--- src/hdl/dssv_pkg.sv ---
`default_nettype none
// ----------------------------------------------------------------------------
// dssv_pkg
// Shared types and constants of the dual slot save validator.
// ----------------------------------------------------------------------------
package dssv_pkg;

    localparam int MAGIC_W   = 32;
    localparam int SEC_W     = 4;
    localparam int MASK_W    = 16;
    localparam int CSUM_W    = 16;
    localparam int CNT_W     = 32;

    localparam int SECTIONS_DEF = 14;

    localparam logic [MAGIC_W-1:0] MAGIC_RESET  = 32'h0801_B025;
    localparam logic [CNT_W-1:0]   COUNTER_ONES = {CNT_W{1'b1}};
    localparam logic [CNT_W-1:0]   COUNTER_ZERO = '0;

    // slot classification
    typedef enum logic [1:0] {
        CLS_EMPTY,
        CLS_COMPLETE,
        CLS_CORRUPT
    } slot_class_t;

    // status codes on the result port
    typedef enum logic [1:0] {
        STAT_NONE,
        STAT_OK,
        STAT_OK_OTHER_BAD,
        STAT_BOTH_BAD
    } status_t;

    // header update presented to one slot tracker
    typedef struct packed {
        logic              hit;
        logic              magic_ok;
        logic              sum_ok;
        logic [SEC_W-1:0]  section;
        logic [CNT_W-1:0]  counter;
    } slot_upd_t;

    // slot state including the header being absorbed
    typedef struct packed {
        logic              seen;
        logic [MASK_W-1:0] mask;
        logic [CNT_W-1:0]  counter;
    } slot_view_t;

    // classify one slot against the full section mask
    function automatic slot_class_t classify(input slot_view_t v,
                                             input logic [MASK_W-1:0] full);
        slot_class_t c;
        if (!v.seen)
            c = CLS_EMPTY;
        else if (v.mask == full)
            c = CLS_COMPLETE;
        else
            c = CLS_CORRUPT;
        return c;
    endfunction

endpackage
`default_nettype wire

--- src/hdl/dssv_slot.sv ---
`default_nettype none
// ----------------------------------------------------------------------------
// dssv_slot
// Per-slot tracker: seen-magic flag, matching section mask and last counter.
// ----------------------------------------------------------------------------
module dssv_slot (
    input  wire logic                  clk,
    input  wire logic                  rst_n,
    input  wire dssv_pkg::slot_upd_t   upd,
    input  wire logic                  commit,
    input  wire logic                  clear,
    output dssv_pkg::slot_view_t       view
);

    logic                          seen_reg;
    logic [dssv_pkg::MASK_W-1:0]   mask_reg;
    logic [dssv_pkg::CNT_W-1:0]    counter_reg;
    logic                          take_magic;
    logic                          take_sum;
    logic [dssv_pkg::MASK_W-1:0]   sec_bit;

    // state as it stands once the current header is absorbed
    always_comb
    begin
        take_magic   = upd.hit && upd.magic_ok;
        take_sum     = take_magic && upd.sum_ok;
        sec_bit      = dssv_pkg::MASK_W'(1) << upd.section;
        view.seen    = seen_reg | take_magic;
        view.mask    = take_sum ? (mask_reg | sec_bit) : mask_reg;
        view.counter = take_sum ? upd.counter : counter_reg;
    end

    // state register, cleared after a decision
    always_ff @(posedge clk or negedge rst_n)
    begin
        if (!rst_n)
        begin
            seen_reg    <= 1'b0;
            mask_reg    <= '0;
            counter_reg <= '0;
        end
        else if (commit)
        begin
            if (clear)
            begin
                seen_reg    <= 1'b0;
                mask_reg    <= '0;
                counter_reg <= '0;
            end
            else
            begin
                seen_reg    <= view.seen;
                mask_reg    <= view.mask;
                counter_reg <= view.counter;
            end
        end
    end

endmodule
`default_nettype wire

--- src/hdl/dssv_decide.sv ---
`default_nettype none
// ----------------------------------------------------------------------------
// dssv_decide
// Classifies both slots, picks the newer complete one and holds the result.
// ----------------------------------------------------------------------------
module dssv_decide #(
    parameter int SECTIONS = dssv_pkg::SECTIONS_DEF
) (
    input  wire logic                         clk,
    input  wire logic                         rst_n,
    input  wire dssv_pkg::slot_view_t         view0,
    input  wire dssv_pkg::slot_view_t         view1,
    input  wire logic                         load,
    input  wire logic                         out_ready,
    output logic                              out_valid,
    output logic [1:0]                        status,
    output logic [dssv_pkg::CNT_W-1:0]        chosen_counter,
    output logic                              reset_position,
    output logic                              free
);

    localparam logic [dssv_pkg::MASK_W:0] FULL_WIDE =
        ((dssv_pkg::MASK_W+1)'(1) << SECTIONS) - (dssv_pkg::MASK_W+1)'(1);
    localparam logic [dssv_pkg::MASK_W-1:0] FULL_MASK = FULL_WIDE[dssv_pkg::MASK_W-1:0];

    dssv_pkg::slot_class_t        cls0;
    dssv_pkg::slot_class_t        cls1;
    dssv_pkg::status_t            status_next;
    logic [dssv_pkg::CNT_W-1:0]   chosen_next;
    logic                         rpos_next;
    logic                         wrap;

    logic                         out_valid_reg;
    logic [1:0]                   status_reg;
    logic [dssv_pkg::CNT_W-1:0]   chosen_reg;
    logic                         rpos_reg;

    // slot selection
    always_comb
    begin
        cls0 = dssv_pkg::classify(view0, FULL_MASK);
        cls1 = dssv_pkg::classify(view1, FULL_MASK);
        wrap = ((view0.counter == dssv_pkg::COUNTER_ONES) &&
                (view1.counter == dssv_pkg::COUNTER_ZERO)) ||
               ((view0.counter == dssv_pkg::COUNTER_ZERO) &&
                (view1.counter == dssv_pkg::COUNTER_ONES));
        rpos_next   = 1'b0;
        chosen_next = '0;
        status_next = dssv_pkg::STAT_OK;
        if ((cls0 == dssv_pkg::CLS_COMPLETE) && (cls1 == dssv_pkg::CLS_COMPLETE))
        begin
            // counter wrap: the zero side is newer
            if (wrap)
                chosen_next = dssv_pkg::COUNTER_ZERO;
            else if (view0.counter < view1.counter)
                chosen_next = view1.counter;
            else
                chosen_next = view0.counter;
        end
        else if (cls0 == dssv_pkg::CLS_COMPLETE)
        begin
            chosen_next = view0.counter;
            status_next = (cls1 == dssv_pkg::CLS_CORRUPT) ?
                          dssv_pkg::STAT_OK_OTHER_BAD : dssv_pkg::STAT_OK;
        end
        else if (cls1 == dssv_pkg::CLS_COMPLETE)
        begin
            chosen_next = view1.counter;
            status_next = (cls0 == dssv_pkg::CLS_CORRUPT) ?
                          dssv_pkg::STAT_OK_OTHER_BAD : dssv_pkg::STAT_OK;
        end
        else
        begin
            rpos_next   = 1'b1;
            status_next = ((cls0 == dssv_pkg::CLS_EMPTY) && (cls1 == dssv_pkg::CLS_EMPTY)) ?
                          dssv_pkg::STAT_NONE : dssv_pkg::STAT_BOTH_BAD;
        end
    end

    assign free = !out_valid_reg || out_ready;

    // result valid flag
    always_ff @(posedge clk or negedge rst_n)
    begin
        if (!rst_n)
            out_valid_reg <= 1'b0;
        else if (load)
            out_valid_reg <= 1'b1;
        else if (out_ready)
            out_valid_reg <= 1'b0;
    end

    // result payload
    always_ff @(posedge clk)
    begin
        if (load)
        begin
            status_reg <= status_next;
            chosen_reg <= chosen_next;
            rpos_reg   <= rpos_next;
        end
    end

    assign out_valid      = out_valid_reg;
    assign status         = status_reg;
    assign chosen_counter = chosen_reg;
    assign reset_position = rpos_reg;

    // no valid slot means rewind and zero counter
    assert property (@(posedge clk) disable iff (!rst_n)
        out_valid_reg |-> (rpos_reg == ((status_reg == dssv_pkg::STAT_NONE) ||
                                        (status_reg == dssv_pkg::STAT_BOTH_BAD))))
        else $error("reset_position disagrees with status");

    assert property (@(posedge clk) disable iff (!rst_n)
        out_valid_reg && rpos_reg |-> (chosen_reg == dssv_pkg::COUNTER_ZERO))
        else $error("counter reported with no valid slot");

endmodule
`default_nettype wire

--- src/hdl/dual_slot_save_validator.sv ---
`default_nettype none
// ----------------------------------------------------------------------------
// dual_slot_save_validator
// Checks sector headers of a two-slot save area and picks the slot to load.
// ----------------------------------------------------------------------------
// One header is taken per cycle. A header is registered on transfer together
// with its magic and checksum compares, and is absorbed into its slot's state
// as it leaves the input stage; a header marked last also runs the slot
// decision and writes the result register, so its result is presented once
// that header leaves the input stage. Throughput is one header per cycle;
// only a last header waits, while the result register still holds an untaken
// result. magic_word may be written only while no header is in flight.
module dual_slot_save_validator #(
    parameter int SECTIONS = dssv_pkg::SECTIONS_DEF
) (
    input  wire logic                           clk,
    input  wire logic                           rst_n,
    input  wire logic                           cfg_we,
    input  wire logic [dssv_pkg::MAGIC_W-1:0]   cfg_wdata,
    input  wire logic                           in_valid,
    output logic                                in_ready,
    input  wire logic                           slot,
    input  wire logic [dssv_pkg::MAGIC_W-1:0]   header_magic,
    input  wire logic [dssv_pkg::SEC_W-1:0]     section_id,
    input  wire logic [dssv_pkg::CSUM_W-1:0]    stored_checksum,
    input  wire logic [dssv_pkg::CSUM_W-1:0]    computed_checksum,
    input  wire logic [dssv_pkg::CNT_W-1:0]     header_counter,
    input  wire logic                           last,
    output logic                                out_valid,
    input  wire logic                           out_ready,
    output logic [1:0]                          status,
    output logic [dssv_pkg::CNT_W-1:0]          chosen_counter,
    output logic                                reset_position
);

    logic [dssv_pkg::MAGIC_W-1:0]   magic_reg;
    logic                           stg_valid_reg;
    logic                           stg_slot_reg;
    logic                           stg_magic_ok_reg;
    logic                           stg_sum_ok_reg;
    logic [dssv_pkg::SEC_W-1:0]     stg_section_reg;
    logic [dssv_pkg::CNT_W-1:0]     stg_counter_reg;
    logic                           stg_last_reg;

    logic                           in_xfer;
    logic                           advance;
    logic                           result_free;
    dssv_pkg::slot_upd_t            upd0;
    dssv_pkg::slot_upd_t            upd1;
    dssv_pkg::slot_view_t           view0;
    dssv_pkg::slot_view_t           view1;

    // magic word register
    always_ff @(posedge clk or negedge rst_n)
    begin
        if (!rst_n)
            magic_reg <= dssv_pkg::MAGIC_RESET;
        else if (cfg_we)
            magic_reg <= cfg_wdata;
    end

    // handshake: a last header needs a free result register
    assign advance  = stg_valid_reg && (!stg_last_reg || result_free);
    assign in_ready = !stg_valid_reg || advance;
    assign in_xfer  = in_valid && in_ready;

    // input stage valid
    always_ff @(posedge clk or negedge rst_n)
    begin
        if (!rst_n)
            stg_valid_reg <= 1'b0;
        else if (in_xfer)
            stg_valid_reg <= 1'b1;
        else if (advance)
            stg_valid_reg <= 1'b0;
    end

    // input stage payload with compares done at capture
    always_ff @(posedge clk)
    begin
        if (in_xfer)
        begin
            stg_slot_reg     <= slot;
            stg_magic_ok_reg <= (header_magic == magic_reg);
            stg_sum_ok_reg   <= (stored_checksum == computed_checksum);
            stg_section_reg  <= section_id;
            stg_counter_reg  <= header_counter;
            stg_last_reg     <= last;
        end
    end

    // route the header to its slot
    always_comb
    begin
        upd0.hit      = stg_valid_reg && !stg_slot_reg;
        upd0.magic_ok = stg_magic_ok_reg;
        upd0.sum_ok   = stg_sum_ok_reg;
        upd0.section  = stg_section_reg;
        upd0.counter  = stg_counter_reg;
        upd1          = upd0;
        upd1.hit      = stg_valid_reg && stg_slot_reg;
    end

    dssv_slot u_slot0 (
        .clk    (clk),
        .rst_n  (rst_n),
        .upd    (upd0),
        .commit (advance),
        .clear  (stg_last_reg),
        .view   (view0)
    );

    dssv_slot u_slot1 (
        .clk    (clk),
        .rst_n  (rst_n),
        .upd    (upd1),
        .commit (advance),
        .clear  (stg_last_reg),
        .view   (view1)
    );

    dssv_decide #(
        .SECTIONS (SECTIONS)
    ) u_decide (
        .clk            (clk),
        .rst_n          (rst_n),
        .view0          (view0),
        .view1          (view1),
        .load           (advance && stg_last_reg),
        .out_ready      (out_ready),
        .out_valid      (out_valid),
        .status         (status),
        .chosen_counter (chosen_counter),
        .reset_position (reset_position),
        .free           (result_free)
    );

    // input stalls only behind a last header facing a full result register
    assert property (@(posedge clk) disable iff (!rst_n)
        !in_ready |-> (stg_valid_reg && stg_last_reg && out_valid && !out_ready))
        else $error("input stalled without a blocked result");

    // a decided last header always yields a result
    assert property (@(posedge clk) disable iff (!rst_n)
        advance && stg_last_reg |=> out_valid)
        else $error("last header produced no result");

    // a decision leaves both slots cleared
    assert property (@(posedge clk) disable iff (!rst_n)
        advance && stg_last_reg |=> (stg_valid_reg ||
            (!view0.seen && !view1.seen && (view0.mask == '0) && (view1.mask == '0))))
        else $error("slot state not cleared after decision");

endmodule
`default_nettype wire

--- config.mk ---
export PLATFORM = sky130hd
export DESIGN_NAME = dual_slot_save_validator
export DESIGN_NICKNAME = d
export VERILOG_FILES = /design/src/hdl/dssv_pkg.sv /design/src/hdl/dssv_slot.sv /design/src/hdl/dssv_decide.sv /design/src/hdl/dual_slot_save_validator.sv
export SDC_FILE = /design/constraint.sdc
export NUM_CORES = 1
export LEC_CHECK = 0
export BUFFER_PORTS_ARGS = -buffer_cell sky130_fd_sc_hd__buf_2
export CAP_MARGIN = 20
export CORE_MARGIN = 4
export CORE_UTILIZATION = 45
export DETAILED_ROUTE_END_ITERATION = 16
export PLACE_DENSITY = 0.64
export REMOVE_ABC_BUFFERS = 1
export SYNTH_ARGS = -nofsm -noshare
export SYNTH_HDL_FRONTEND = slang
export SYNTH_HIERARCHICAL = 1
export SYNTH_SLANG_ARGS = --single-unit
--- constraint.sdc ---
create_clock -name clk -period 8 [get_ports clk]
set_input_delay 1.2 -clock clk [delete_from_list [all_inputs] [get_ports clk]]
set_output_delay 1.2 -clock clk [all_outputs]
set_load 0.1 [all_outputs]
==> out/qor.csv, run 1 <==
stage;metric;value;unit
global_routing;use_met1;0.2911;
drt;drc;0;
power;vdd_drop_max;0.1739;mV
power;finalPower;3.394;mW
floorplanning;fp.dieW;169.0;um
synth;syn_inst;1133;
global_routing;overflow;0;
drt;wl_per_cell;19.48;um
cells_and_area;fill_cells;2269;
cells_and_area;final_nets;1430;
timing;setup_viol;0;
global_routing;grt_use_met3;0.04904;
global_routing;antenna_found_initial;1;
clock_network;cts_inserted_buffers;25;
floorplanning;start_util;0.4605;
timing;worst_pin_slew;1.077;ns
timing;grt_setup_unrepaired;false;
floorplanning;die_h;169.0;um
synth;synth_seq_area_share;0.4772;
drt;wirelength;31350;um
drt;avgViaCountPerCell;5.948;
synth;synth_area_per_cell;10.29;um2
synth;synth_edf_count;75;
clock_network;cts_setup_buffers;0;
placed_design;gp_congestion;0.9051;
floorplanning;rows;58;
synth;ys_seq_elements;207;
clock_network;htree_levels;1;
worst_setup_path;slowest_stage;or2_1;
worst_setup_path;crit_fanout;74;
global_routing;grt_usage;0.2135;
worst_setup_path;crit_arrival;5.00;ns
timing;maxSlewHeadroom;0.2817;
global_routing;grt_max_degree;75;
clock_network;cts_resized;0;
worst_setup_path;cp.required;8.25;ns
placed_design;dpl.hpwl;21180;um
floorplanning;ios;176;
job;maxCapViolCount;0;
clock_network;root_buffer;clkbuf_16;
power;leakagePower;5.529;nW
synth;synth_flop_cell;dfrtp_1;
synth;postSynth.asyncResetShare;0.6377;
placed_design;portBuffers;175;
worst_setup_path;cp_cell_sequence;nor2b_1, and3_2, buf_4, o21ai_0, ha_1, nand4_1, or4_1, a2111oi_4, or2_1, buf_4, o311ai_1;
worst_setup_path;critical-path-max-stage-delay;0.70;ns
global_routing;top_usage_layer;met2;
timing;drv_slew;0;
worst_setup_path;crit_buf_inv;2;
drt;drt-pass1-iter-count;5;
global_routing;grtUsageMet2;0.3491;
floorplanning;core_area;0.02533;mm2
clock_network;cts_tree;done;
floorplanning;dieArea;0.02856;mm2
timing;finalCritPeriodShare;0.5944;
drt;num_vias;9570;
outcome;status;completed;
worst_setup_path;critPathTopFamily;simple AND/OR/NAND/NOR gates;
worst_setup_path;critPathLaunchType;flop;
drt;ant_nets;0;
cells_and_area;finalNonFillerCells;1609;
timing;hold_viol;0;
clock_network;cts.sinks;207;
synth;synth_cell_types;58;
clock_network;hold_buffers;0;
worst_setup_path;cpMostUsedCell;buf_4;
timing;max_freq;0.2103;GHz
synth;yosysWarningCount;6;
placed_design;dp.cells;1563;
cells_and_area;drive_gt1_frac;0.2379;
worst_setup_path;path_class;flop to flop;
clock_network;clk_path_buf_depth;3;
global_routing;grt_pass1_wl;51140;um
global_routing;first_global_vias;9701;
timing;skew;0.01241;ns
worst_setup_path;end_kind;flop;
drt;drt_iter0_drc;778;
timing;finalSetupTns;0;ns
clock_network;clk_pin_slew;0.06;ns
synth;netlist_area;0.01166;mm2
cells_and_area;syn2layout_area_growth;14.91;%
clock_network;clkLatencyLatePin;0.52;ns
timing;min_period;4.755;ns
power;p_per_area;253.2;mW/mm2
min_path;worstHoldPathType;flop to flop;
-- where the power goes --
part | leakage [nW] | switching [mW] | internal (mW)
clock | 0.384 | 0.431 | 0.676
sequential | 2.41 | 0.0791 | 1.23
combinational | 2.73 | 0.659 | 0.315
total | 5.53 | 1.17 | 2.22
-- per-layer routing --
metal | wire length (um) | share of wire
met1 | 13730 | 0.44
met2 | 14660 | 0.47
met3 | 2322 | 0.074
met4 | 620 | 0.020
met5 | 11 | 0.00035
-- tightest hold or removal path, stage by stage (launching register included) --
cell and delay, ns:
dfrtp_1 0.34, a41oi_1 0.05, nor2_1 0.07
-- through the flow --
step | setup WS (ns) | hold WS [ns] | util | cell area, um2
after floorplan | 1.427 | 0.4636 | - | 11180
after global placement | 3.481 | 0.4772 | 0.4976 | 12600
after detailed placement | 3.328 | 0.4869 | 0.4976 | 12600
after CTS | 3.304 | 0.4990 | 0.5291 | 13400
after global routing | 2.912 | 0.5218 | 0.5291 | 13400
final | 3.245 | 0.4946 | 0.5292 | 13400
-- path summary, 6_finish.rpt --
| check | end | slack (ns) | depth (start not counted) | startpoint |
|---|---|---|---|---|
| max | u_decide/chosen_counter[30] | 3.24 | 11 | stg_valid_reg |
| min | u_slot0/mask_reg[13] | 0.49 | 2 | u_slot0/mask_reg[13] |
| max reg2reg | u_decide/chosen_counter[30] | 3.24 | 11 | stg_valid_reg |
| min reg2reg | u_slot0/mask_reg[13] | 0.49 | 2 | u_slot0/mask_reg[13] |
| max in group asynchronous | magic_reg[1] | 5.66 | 3 | rst_n |
| min in group asynchronous | u_slot0/counter_reg[7] | 0.64 | 1 | rst_n |
-- cell type report --
cell class                 count  area [um2]  area share
antenna                        1       2.502   0.0001867
clock buffer                  39       718.2     0.05358
clock inverter                 6       80.08    0.005975
inverter                     108       405.4     0.03025
multi-input combinational    729        5235      0.3906
sequential                   207        5565      0.4152
tap                          330       412.9     0.03081
timing repair buffer         189       983.4     0.07338
-- synth_stat cells (all sizes together) (9+ instances only) --
cell / instances / area share
a21oi: 18 / 0.0084
o311ai: 31 / 0.023
edfxtp: 75 / 0.19
buf: 45 / 0.027
a21o: 16 / 0.010
nand2: 76 / 0.024
mux2: 32 / 0.031
or4: 10 / 0.0064
a41oi: 9 / 0.0068
a31oi: 18 / 0.0097
clkbuf: 44 / 0.014
ha: 31 / 0.033
o211ai: 34 / 0.030
inv: 108 / 0.035
nand3: 12 / 0.0060
xnor2: 17 / 0.013
nor2: 33 / 0.011
o22ai: 65 / 0.035
o21ai: 70 / 0.030
dfrtp: 124 / 0.27
a22oi: 96 / 0.062
nor4: 22 / 0.013
xor2: 32 / 0.024
and2: 14 / 0.0075
nand4: 31 / 0.017
-- placed cells by master (no fill, tap or decap), types with 3 or more instances in the layout --
cell type,n
o22ai_1,65
clkbuf_8,4
mux2_2,30
o21ai_0,69
nand3_2,3
clkbuf_1,10
a21o_1,16
o211ai_2,20
edfxtp_1,75
nand4b_1,4
nor2b_1,7
nand2_1,76
a41o_1,8
nand2b_1,4
buf_2,174
a31o_2,8
ha_1,31
or4_1,10
nor2_1,32
xor2_1,32
inv_1,108
o211ai_1,14
buf_4,15
o311ai_1,31
and3_2,3
or4bb_1,4
clkbuf_16,25
dfstp_2,8
a22oi_1,96
nand3_1,9
dfrtp_1,124
and2_1,13
nor4_1,20
xnor2_1,17
nor3_1,3
nand4_1,31
a31oi_1,18
a41oi_1,9
a21oi_1,16
-- cell families after synthesis --
| kind of cell | share of synthesized area |
|---|---|
| compound gates | 0.2356 |
| xor+xnor | 0.03679 |
| fa+ha+maj | 0.03325 |
| buf+inv | 0.07606 |
| flops | 0.4772 |
| mux | 0.03261 |
| simple gates | 0.1086 |
No activity file was read; power rests on OpenSTA's default activity.
==> run 2: changes to the inputs <==
--- a/config.mk
+++ b/config.mk
@@ -10,7 +10,7 @@
 export CORE_MARGIN = 4
 export CORE_UTILIZATION = 45
 export DETAILED_ROUTE_END_ITERATION = 16
-export PLACE_DENSITY = 0.64
+export PLACE_DENSITY = 0.67
 export REMOVE_ABC_BUFFERS = 1
 export SYNTH_ARGS = -nofsm -noshare
 export SYNTH_HDL_FRONTEND = slang
==> constraint.sdc (replaced) <==
create_clock -name clk -period 4 [get_ports clk]
set_input_delay 0.6 -clock clk [delete_from_list [all_inputs] [get_ports clk]]
set_output_delay 0.6 -clock clk [all_outputs]
set_load 0.1 [all_outputs]
==> run 2 against run 1 <==
  * Power is 110% higher
  * Global-route usage is 0.31 points higher
  * Setup slack got worse by 3.1 ns
  * Clock power increased by 92%
  * Wire length rose by 4.4%
  * Largest cell class unchanged
==> out/qor.csv, run 2 (synthesis results as in run 1) <==
stage;metric;value;unit;change
outcome;status;completed;;
cells_and_area;fin_util;0.5467;;+0.01749
floorplanning;start_util;0.4605;;unchanged
timing;min_period;3.891;ns;-0.8646 ns
cells_and_area;multi_input_area;0.005264;mm2;+0.55%
placed_design;gp_congestion;0.9490;;+4.9%
floorplanning;fp.dieW;169.0;um;unchanged
cells_and_area;diodes;0;;-1
global_routing;overflow;0;;unchanged
timing;grt_setup_unrepaired;false;;
power;p_per_area;503.9;mW/mm2;+99%
floorplanning;ios;176;;unchanged
drt;wl_per_cell;19.77;um;+1.5%
cells_and_area;final_common_cell;buf_2;;
worst_setup_path;crit_fanout;19;;-74%
timing;finalSetupTns;0;ns;unchanged
floorplanning;rows;58;;unchanged
global_routing;first_global_vias;9772;;+0.73%
drt;wirelength;32710;um;+4.4%
power;leakagePower;5.813;nW;+5.1%
timing;setup_viol;0;;unchanged
timing;max_freq;0.2570;GHz;+22%
drt;routed-wl-met3;2574;um;+11%
power;finalPower;6.977;mW;+110%
clock_network;htree_levels;1;;unchanged
timing;maxSlewHeadroom;0.3819;;+0.1002
placed_design;portBuffers;175;;unchanged
clock_network;clk_pin_slew;0.06;ns;about the same
cells_and_area;final_nets;1477;;+3.3%
timing;hold_viol;0;;unchanged
timing;worst_pin_slew;0.9272;ns;-0.1502 ns
worst_setup_path;critPathLaunchType;flop;;
floorplanning;core_area;0.02533;mm2;unchanged
global_routing;grt_pass1_wl;51580;um;+0.88%
global_routing;antenna_found_initial;1;;unchanged
worst_setup_path;path_class;flop to flop;;
cells_and_area;seqCellArea;0.005565;mm2;unchanged
cells_and_area;fill_cells;2298;;+1.3%
cells_and_area;final_cell_mix;buf_2, dfrtp_1, inv_1;;
timing;hold_ws;0.1953;ns;-0.2993 ns
clock_network;clkLatencyLatePin;0.52;ns;about the same
drt;num_vias;9947;;+3.9%
clock_network;cts_tree;done;;
clock_network;hold_buffers;0;;unchanged
drt;drc;0;;unchanged
drt;drt-pass1-iter-count;6;;+1
drt;drt-met1-wl;13980;um;+1.8%
worst_setup_path;end_kind;flop;;
drt;ant_nets;0;;unchanged
floorplanning;dieArea;0.02856;mm2;unchanged
clock_network;root_buffer;clkbuf_16;;
worst_setup_path;crit_arrival;4.14;ns;-0.86 ns
timing;skew;0.01152;ns;-0.0008929 ns
clock_network;cts_inserted_buffers;24;;-4.0%
cells_and_area;syn2layout_area_growth;18.71;%;
min_path;worstHoldPathType;input pin to asynchronous set/reset pin;;
cells_and_area;finalNonFillerCells;1655;;+2.9%
power;vdd_drop_max;0.3802;mV;+120%
cells_and_area;drive_gt1_frac;0.2717;;+0.03383
global_routing;grt_max_degree;75;;unchanged
clock_network;cts.sinks;207;;unchanged
drt;avgViaCountPerCell;6.010;;+1.1%
worst_setup_path;cp.required;4.25;ns;-4.00 ns
timing;drv_slew;0;;unchanged
drt;top_layer;met5;;
clock_network;clk_path_buf_depth;3;;unchanged
drt;drt_iter0_drc;921;;+18%
worst_setup_path;ff2ff_setup_slack;0.11;ns;-3.14 ns
global_routing;grt_usage;0.2166;;+0.003084
placed_design;dp.cells;1607;;+2.8%
floorplanning;die_h;169.0;um;unchanged
job;maxCapViolCount;0;;unchanged
drt;wl_met2;15260;um;+4.0%
timing;finalCritPeriodShare;0.9727;;+0.3783
placed_design;dpl.hpwl;22190;um;+4.8%
## run 2: cell count changes in the layout (fill, tap and decap cells not counted), sizes merged, moves of 2 or more
| cell | before | now |
|---|---|---|
| buf | 189 | 236 |
| clkinv | 3 | 7 |
| bufinv | 2 | 0 |
| clkbuf | 39 | 37 |
## run 2: timing repair
item	4_1_cts	5_1_grt
buffers inserted	0	2
endpoints found under the setup margin	0	32
gates resized for setup	0	14
## run 2: path summary, 6_finish.rpt
kind / startpoint / end / cells after the start
hold reg to reg: u_slot1/mask_reg[9] / u_slot1/mask_reg[9] / 2
setup reg to reg: stg_slot_reg / u_decide/chosen_counter[14] / 12
min in group clk: header_counter[20] / stg_counter_reg[20] / 1
max in group asynchronous: rst_n / u_slot0/counter_reg[23] / 2
setup / recovery: stg_slot_reg / u_decide/chosen_counter[14] / 12
hold / removal: rst_n / u_slot1/counter_reg[9] / 1
## run 2: where the power goes
part	internal (mW)	switching (mW)
clock	1.24	0.887
sequential	2.47	0.158
combinational	0.812	1.41
total	4.52	2.46
## run 2: worst max-delay path, cell delays in order, from the launching register on
cell and delay [ns]:
edfxtp_1 0.40, and2_1 0.24, and3_4 0.20, buf_12 0.15, o21ai_0 0.49, inv_1 0.16, ha_1 0.36, nand4_1 0.19
or4_1 0.57, a2111oi_4 0.28, or2_1 0.26, buf_12 0.19, o311ai_1 0.14
## run 2: cell type report
cell class / count / share of cell area
clock buffers: 37 / 0.05205
clock inverters: 7 / 0.003344
inverters: 108 / 0.02928
multi-input cells: 730 / 0.3802
flip-flops and latches: 207 / 0.4020
well taps: 330 / 0.02982
repair buffers: 236 / 0.1034
## run 2: through the flow
| stage | cell area [um2] | setup slack, ns |
|---|---|---|
| final | 13850 | 0.1092 |
| after global routing | 13850 | 0.02235 |
| after CTS | 13770 | 0.05804 |
| after detailed placement | 13000 | 0.08018 |
| after global placement | 13000 | 0.2350 |
| after floorplan | 11180 | -2.427 |
## run 2: per-layer routing
metal | up-vias | global-route usage
met5 | - | 0
met4 | 2 | 0.06160
met3 | 65 | 0.05535
met2 | 425 | 0.3510
met1 | 4822 | 0.2898
li1 | 4633 | -
==> run 3: changes to the inputs <==
--- a/config.mk
+++ b/config.mk
@@ -11,6 +11,7 @@
 export CORE_UTILIZATION = 45
 export DETAILED_ROUTE_END_ITERATION = 16
 export PLACE_DENSITY = 0.67
+export RECOVER_POWER = 50
 export REMOVE_ABC_BUFFERS = 1
 export SYNTH_ARGS = -nofsm -noshare
 export SYNTH_HDL_FRONTEND = slang
==> constraint.sdc (replaced) <==
create_clock -name clk -period 4 [get_ports clk]
set_input_delay 0.6 -clock clk [delete_from_list [all_inputs] [get_ports clk]]
set_output_delay 0.6 -clock clk [all_outputs]
set_load 0.02 [all_outputs]
==> run 3 against run 2 <==
  * The flow now finishes with violations (capacitance limit, slew limit)
  * Register-to-register slack about the same
  * Setup slack got worse by 0.0024 ns
  * Clock power about the same
  * Hold slack improved by 0.053 ns
  * Combinational power decreased by 6%
  * Wire length about the same
  * Sequential power about the same
  * Sequential cell count unchanged
  * Final cell count unchanged
  * Utilization decreased by 0.15 points
  * Via count decreased by 0.35%
  * Largest cell class unchanged
  * Highest routed layer unchanged
==> out/qor.csv, run 3 (synthesis results as in run 1) <==
stage;metric;value;unit;change
timing;grt_setup_unrepaired;false;;
global_routing;grt_max_degree;75;;unchanged
job;maxCapViolCount;5;;+5
floorplanning;start_util;0.4605;;unchanged
timing;hold_ws;0.2480;ns;+0.05270 ns
placed_design;detailedPlace.worstSlack;0.08018;ns;unchanged
drt;ant_nets;0;;unchanged
power;p_per_area;496.8;mW/mm2;-1.4%
global_routing;grt_usage;0.2166;;unchanged
drt;wirelength;32730;um;about the same
global_routing;grt_pass1_wl;51580;um;unchanged
cells_and_area;syn2layout_area_growth;18.38;%;
floorplanning;core_area;0.02533;mm2;unchanged
outcome;status;finished, violations left;;
floorplanning;ios;176;;unchanged
clock_network;hold_buffers;0;;unchanged
placed_design;portBuffers;175;;unchanged
global_routing;antenna_found_initial;1;;unchanged
timing;skew;0.008436;ns;-0.003081 ns
timing;worst_pin_slew;1.943;ns;+1.016 ns
timing;maxSlewHeadroom;-0.2956;;-0.6775
min_path;hp-start;header_counter[20];;
drt;drc;0;;unchanged
clock_network;clk_pin_slew;0.06;ns;about the same
timing;setup_viol;0;;unchanged
outcome;violations;capacitance limit, slew limit;;
timing;finalCritPeriodShare;0.9733;;about the same
cells_and_area;drive_gt1_frac;0.2566;;-0.01509
placed_design;dpl.hpwl;22190;um;unchanged
timing;hold_viol;0;;unchanged
clock_network;htree_levels;1;;unchanged
cells_and_area;diodes;0;;unchanged
cells_and_area;stdcell_area;0.01381;mm2;-0.28%
worst_setup_path;cp.required;4.30;ns;+0.05 ns
drt;drt-pass1-iter-count;7;;+1
drt;avgViaCountPerCell;5.989;;-0.35%
cells_and_area;final_cell_mix;buf_2, dfrtp_1, inv_1;;
min_path;worstHoldPathType;input pin to flop;;
worst_setup_path;crit_path_start;stg_sum_ok_reg;;
worst_setup_path;crit_end;u_decide/chosen_counter[14];;
clock_network;cts.sinks;207;;unchanged
clock_network;root_buffer;clkbuf_16;;
global_routing;overflow;0;;unchanged
worst_setup_path;r2r.worst_path.cells;12;;unchanged
timing;drv_slew;209;;+209
worst_setup_path;critPathLaunchType;flop;;
worst_setup_path;r2r_end;u_decide/chosen_counter[14];;
cells_and_area;final_common_cell;buf_2;;
worst_setup_path;r2r-start;stg_sum_ok_reg;;
timing;max_freq;0.2569;GHz;about the same
clock_network;clk_path_buf_depth;3;;unchanged
cells_and_area;final_nets;1477;;unchanged
worst_setup_path;end_kind;flop;;
drt;num_vias;9912;;-0.35%
placed_design;gp_congestion;0.9490;;unchanged
timing;setup_slack;0.1067;ns;-0.002413 ns
power;finalPower;6.859;mW;-1.7%
floorplanning;rows;58;;unchanged
worst_setup_path;path_class;flop to flop;;
drt;wl_per_cell;19.78;um;about the same
worst_setup_path;crit_arrival;4.20;ns;+0.06 ns
clock_network;clkLatencyLatePin;0.52;ns;about the same
floorplanning;die_h;169.0;um;unchanged
clock_network;cts_tree;done;;
floorplanning;dieArea;0.02856;mm2;unchanged
floorplanning;fp.dieW;169.0;um;unchanged
drt;drt_iter0_drc;946;;+2.7%
power;vdd_drop_max;0.3792;mV;-0.27%
power;leakagePower;5.770;nW;-0.73%
worst_setup_path;crit_fanout;74;;+55
timing;min_period;3.893;ns;+0.002413 ns
worst_setup_path;ff2ff_setup_slack;0.11;ns;about the same
placed_design;placed_cell_area;0.01300;mm2;unchanged
global_routing;first_global_vias;9772;;unchanged
clock_network;cts_inserted_buffers;24;;unchanged
run 3: changes by cell type in the layout (fill, tap and decap cells not counted), sizes merged:
cell / change
buf: -19
clkbuf: +18
dlymetal6s4s: +1
run 3: power breakdown:
group	total (mW)	internal (mW)	switching, mW
Sequential	2.62	2.47	0.157
Clock	2.13	1.24	0.891
Combinational	2.10	0.809	1.30
run 3: area by class of cell:
| class | count | area (um2) |
|---|---|---|
| Clock buffer | 37 | 720.7 |
| Clock inverter | 7 | 46.29 |
| Fill cell | 2309 | 11520 |
| Inverter | 108 | 405.4 |
| Multi-Input combinational cell | 730 | 5263 |
| Sequential cell | 207 | 5565 |
| Tap cell | 330 | 412.9 |
| Timing Repair Buffer | 236 | 1394 |
run 3: metrics by stage:
stage                     utilization  setup TNS [ns]  std cells
after floorplan                     -         -294.71       1044
after global placement         0.5133               0       1607
after detailed placement       0.5133               0       1607
after CTS                      0.5436               0       1651
after global routing           0.5452               0       1655
final                          0.5452               0       1655
run 3: worst max-delay path: stages (launching register included):
cell       delay (ns)
edfxtp_1         0.48
buf_4            0.21
and3_2           0.23
buf_12           0.21
o21ai_0          0.75
ha_1             0.38
o21ai_0          0.08
nor2_1           0.07
nor3_1           0.27
a2111oi_4        0.13
or2_1            0.30
buf_12           0.18
o311ai_1         0.36
run 3: what timing repair did:
item / in CTS / in global routing
gates resized for setup: 0 / 14
endpoints found under the setup margin: 0 / 32
buffers inserted: 0 / 2
run 3: worst min path at each step:
stage / endpoint / slack, ns / cells after the start
2_1_floorplan: magic_reg[10] / 0.30 / 0
3_3_place_gp: u_slot0/mask_reg[14] / 0.48 / 2
3_5_place_dp: u_slot1/mask_reg[9] / 0.49 / 2
4_1_cts: u_slot1/counter_reg[2] / 0.22 / 1
5_1_grt: stg_counter_reg[22] / 0.24 / 1
6_report: stg_counter_reg[20] / 0.25 / 1
run 3: layer usage:
layer	up-vias	GRT usage	share of wire
met2	402	0.3510	0.46
met1	4814	0.2898	0.43
met3	68	0.05535	0.081
met4	2	0.06160	0.028
li1	4626	-	-
met5	-	0	0.00021
